`config.mk`:
```
export PLATFORM = sky130hd
export DESIGN_NAME = xpr_div
export DESIGN_NICKNAME = d
export VERILOG_FILES = /design/src/rtl/xpr_pkg.sv /design/src/rtl/xpr_div.sv
export SDC_FILE = /design/constraint.sdc
export NUM_CORES = 1
export LEC_CHECK = 0
export BUFFER_PORTS_ARGS = -buffer_cell sky130_fd_sc_hd__buf_2
export CAP_MARGIN = 30
export CORE_MARGIN = 4
export CORE_UTILIZATION = 25
export CTS_BUF_LIST = sky130_fd_sc_hd__clkbuf_8
export DETAILED_ROUTE_END_ITERATION = 7
export PLACE_DENSITY_LB_ADDON = 0.08
export SLEW_MARGIN = 15
export SYNTH_ARGS = -nofsm -noshare
export SYNTH_HDL_FRONTEND = slang
export SYNTH_SLANG_ARGS = --single-unit
```
`constraint.sdc`:
```
create_clock -name clk -period 3.2 [get_ports clk]
set_input_delay 0.8 -clock clk [delete_from_list [all_inputs] [get_ports clk]]
set_output_delay 0.8 -clock clk [all_outputs]
set_load 0.05 [all_outputs]
```
`src/rtl/xpr_pkg.sv`:
```
`default_nettype none
// ----------------------------------------------------------------------------
// xpr_pkg
// Shared types and constants for the XOR parity chunk group repair core.
// ----------------------------------------------------------------------------
package xpr_pkg;

	localparam int unsigned MAX_CHUNK_BYTES  = 1024;
	localparam int unsigned MAX_GROUP_CHUNKS = 16;

	localparam int unsigned PAY_W   = 40;
	localparam int unsigned DCH_W   = 31;
	localparam int unsigned CB_W    = 11;
	localparam int unsigned GC_W    = 5;
	localparam int unsigned GRP_W   = 30;
	localparam int unsigned BP_W    = 12;
	localparam int unsigned DP_W    = 16;
	localparam int unsigned CFG_I_W = 2;

	localparam logic [31:0] FNV_BASIS = 32'd2166136261;
	localparam logic [31:0] FNV_PRIME = 32'd16777619;

	typedef logic [1:0] action_t;
	localparam action_t ACT_BYTE = 2'd0;
	localparam action_t ACT_PULL = 2'd1;
	localparam action_t ACT_END  = 2'd2;
	localparam action_t ACT_NONE = 2'd3;

	typedef logic [2:0] status_t;
	localparam status_t ST_BYTE     = 3'd0;
	localparam status_t ST_CLEAN    = 3'd1;
	localparam status_t ST_REPAIRED = 3'd2;
	localparam status_t ST_UNRECOV  = 3'd3;
	localparam status_t ST_TRUNC    = 3'd4;
	localparam status_t ST_COMPLETE = 3'd5;
	localparam status_t ST_SHORT    = 3'd6;
	localparam status_t ST_REJECT   = 3'd7;

	typedef logic [CFG_I_W-1:0] cfg_idx_t;
	localparam cfg_idx_t REG_PAYLOAD = 2'd0;
	localparam cfg_idx_t REG_DCHUNKS = 2'd1;
	localparam cfg_idx_t REG_CBYTES  = 2'd2;
	localparam cfg_idx_t REG_GCHUNKS = 2'd3;

	typedef enum logic [1:0] {
		PH_RECV,
		PH_DRAIN,
		PH_DONE,
		PH_FAIL
	} phase_t;

	typedef enum logic [2:0] {
		S_IDLE,
		S_ACC,
		S_BYTE,
		S_DIV,
		S_RD,
		S_PULL
	} state_t;

endpackage
`default_nettype wire

```
`src/rtl/xpr_div.sv`:
```
`default_nettype none
// ----------------------------------------------------------------------------
// xpr_div
// Radix-2 restoring divider: drain pointer by chunk length, one bit a cycle.
// ----------------------------------------------------------------------------
module xpr_div (
	input  wire logic                      clk,
	input  wire logic                      arst_n,
	input  wire logic                      start,
	input  wire logic [xpr_pkg::DP_W-1:0]  dividend,
	input  wire logic [xpr_pkg::CB_W-1:0]  divisor,
	output logic                           done,
	output logic [xpr_pkg::DP_W-1:0]       quot,
	output logic [xpr_pkg::CB_W-1:0]       rem
);
	import xpr_pkg::*;

	localparam int unsigned CNT_W = $clog2(DP_W + 1);

	logic [DP_W-1:0]  quo_q;
	logic [CB_W-1:0]  rem_q;
	logic [CB_W-1:0]  div_q;
	logic [CNT_W-1:0] cnt_q;
	logic             busy_q;
	logic             done_q;
	logic [CB_W:0]    trial;
	logic             fit;

	assign trial = {rem_q, quo_q[DP_W-1]};
	assign fit   = trial >= {1'b0, div_q};

	always_ff @(posedge clk or negedge arst_n) begin
		if (!arst_n) begin
			busy_q <= 1'b0;
			done_q <= 1'b0;
			cnt_q  <= '0;
		end else begin
			done_q <= 1'b0;
			if (start) begin
				busy_q <= 1'b1;
				cnt_q  <= CNT_W'(DP_W);
			end else if (busy_q) begin
				cnt_q <= cnt_q - 1'b1;
				if (cnt_q == CNT_W'(1)) begin
					busy_q <= 1'b0;
					done_q <= 1'b1;
				end
			end
		end
	end

	always_ff @(posedge clk) begin
		if (start) begin
			quo_q <= dividend;
			rem_q <= '0;
			div_q <= divisor;
		end else if (busy_q) begin
			rem_q <= fit ? CB_W'(trial - {1'b0, div_q}) : trial[CB_W-1:0];
			quo_q <= {quo_q[DP_W-2:0], fit};
		end
	end

	assign done = done_q;
	assign quot = quo_q;
	assign rem  = rem_q;
endmodule
`default_nettype wire

```
==> results.txt <==
n_diodes: 0
Multi-input gate area: 1156 um^2
die width: 107.4 um
clock period minus worst slack: 2.623 ns
Die Y: 107.4 um
switching power: 1.214 mW
P_int: 1.436 mW
count leader, synth: edfxtp_1
Post-synth EDFFs: 27
worst-skew pair later-pin latency: 0.30 ns
Worst Tran Pin Value: 0.6389 ns
drt first pass iters: 4
Fmax: 381.3 MHz
layout cells sized above 1: 33.95%
VDD IR-drop max: 0.0002867 V
syn nets: 257
number of I/O port buffers: 57
die area: 11530 um^2
CTS resizes: 0
most common library cells after synthesis: edfxtp_1 (27), nor2_1 (21), mux2_2 (16)
Ys Warns: 0
clock power share: 13.5%
leakage: 1.273 nW
Layout fillers: 1022
post-synthesis cell area: 2470 um^2
CTS H-Tree Depth: 2
Layout area overhead: 20.67%
initial antenna violation count: 0
drt total wl: 5468 um
RSZ-0062 raised after global routing: false
Post-CTS Setup Repair Bufs: 0
CP startpoint kind: flop
GPL Wtd Cong: 0.7022
Final Hold Fails: 0
CTS Sinks: 45
Main synth FF type: edfxtp_1
Gate power share: 53.1%
Nets: 314
run status: completed
pwr dens: 889.0 nW/um^2
sequential fraction of the synthesis area: 48.83%
IO Count: 58
global-route wire length before repair: 9211 um
Sw Share: 45.80%
standard-cell rows: 36
CTS tree: yes
Root Buffer: clkbuf_8
First DRT Iteration DRCs: 55
area leader, netlist: edfxtp_1
Synth Instances: 213
critical path type: flop to flop
number of setup violations in the final report: 0
synth unique cells: 50
CP Max Fanout: 14
CTS Hold Bufs: 0
post-synth top area share: 32.83%
post-route setup TNS: 0 ns
core outline area: 9684 um^2
post-synthesis sequential element count: 45
Worst EP arrival: 2.85 ns
largest cells by area after synthesis: edfxtp_1 (33%), dfxtp_1 (8.9%), mux2_2 (7.3%)
Max-Cap Viols: 0
number of global-route vias before repair: 1791
Pins Over Slew Limit: 0
total global-route track usage: 10.04%
total power: 2.650 mW
Worst Skew: 0.007570 ns
register area: 1206 um^2
hold crit path type: input pin to asynchronous set/reset pin
period utilisation layout: 81.96%
ys async rst share: 15.56%
Setup crit end kind: flop
Residual DRC: 0
via density per instance: 4.322
DRT antenna net count: 0
GR Overflow Total: 0
largest net degree at the start of global routing: 23
wire per inst: 13.53 um
Initial Util: 25.50%
Syn Area/Cell: 11.60 um^2
largest buffer count on any clock path: 2
post-DP HPWL: 4108 um
clock transition at the registers of the reported paths: 0.09 ns
max_slew headroom: 57.41%
number of CTS-inserted buffers: 5
Vias: 1746
Seq pwr share: 33.4%
Worst Path Required: 3.42 ns
-- metal layers --
metal	global-route usage [%]	vias to the layer above	part of all wire (%)
li1	-	884	-
met1	14.00	829	48
met2	15.28	29	47
met3	2.579	4	4.4
met4	2.976	0	0.93
met5	0	-	0
-- power by group through the flow --
| stage | sequential, mW | combinational (mW) | clock, mW |
|---|---|---|---|
| 6_report | 0.885 | 1.41 | 0.358 |
| 5_1_grt | 0.914 | 1.55 | 0.407 |
| 4_1_cts | 0.889 | 1.43 | 0.384 |
| 3_5_place_dp | 0.902 | 1.42 | 0 |
| 3_3_place_gp | 0.904 | 1.43 | 0 |
| 2_1_floorplan | 1.21 | 0.832 | 0 |
-- state kept, by name (all words and copies together) (netlist names) --
name    count
busy_q      1
cnt_q       5
div_q      11
done        1
quot       16
rem        11
-- cell type report --
| cell class | count | area share, % |
|---|---|---|
| tap | 133 | 5.584 |
| multi-input combinational | 143 | 38.79 |
| inverter | 15 | 1.889 |
| timing repair buffer | 60 | 10.33 |
| clock buffer | 5 | 2.309 |
| clock inverter | 3 | 0.6297 |
| sequential | 45 | 40.47 |
-- critical path, stage by stage (launching register included) --
cell and delay [ns]:
edfxtp_1 0.35, inv_1 0.06, ha_1 0.22, fa_1 0.44, nor2b_4 0.13, o31a_1 0.23
o21ai_4 0.12, o21ai_4 0.44, mux2_4 0.35, a211oi_2 0.20
-- stage by stage --
stage               setup WS (ns)  utilization [%]  instance area, um^2  std cells  hold slack, ns
floorplan                  0.6145                -                 2470        213          0.4855
global placement           0.6422            29.87                 2893        396          0.5150
detailed placement         0.5751            29.87                 2893        396          0.5186
CTS                        0.5478            30.78                 2980        404          0.3117
global route               0.4104            30.78                 2980        404          0.3153
finish                     0.5772            30.78                 2980        404          0.3200
-- kinds of logic (layout without fill, tap and decap cells) --
logic type               after synthesis  after routing  share of synthesized area, %
XOR/XNOR                               9              9                         3.192
buffers and inverters                 25             83                         4.357
adder cells (fa/ha/maj)               14             14                         7.396
multiplexers                          24             24                         10.74
AND/OR/NAND/NOR                       57             57                         13.98
flip-flops                            45             45                         48.83
AO/OA/AOI/OAI                         39             39                         11.50
-- worst paths after layout --
kind | start | to | slack [ns] | cells after the start
worst min-delay path | arst_n | cnt_q[2] | 0.32 | 1
max in group asynchronous | arst_n | cnt_q[1] | 2.72 | 1
min in group clk | rem[8] | rem[8] | 0.53 | 2
worst max-delay path | quot[15] | rem[0] | 0.58 | 9
worst min register to register | rem[8] | rem[8] | 0.53 | 2
worst max register to register | quot[15] | rem[0] | 0.58 | 9
-- placed cells by master, fill, tap and decap left out, drive strengths merged, types with 3 or more instances in the layout --
cell type / instances
ha: 13
dfrtp: 7
mux2: 17
nor4: 3
nand3: 3
nand2: 8
edfxtp: 27
mux2i: 7
clkbuf: 5
buf: 60
nand2b: 5
dfxtp: 11
o21ai: 10
xnor2: 8
inv: 16
a21oi: 6
nor2: 21
o211ai: 3
a211oi: 9
Power figures use the tool's default switching activity.
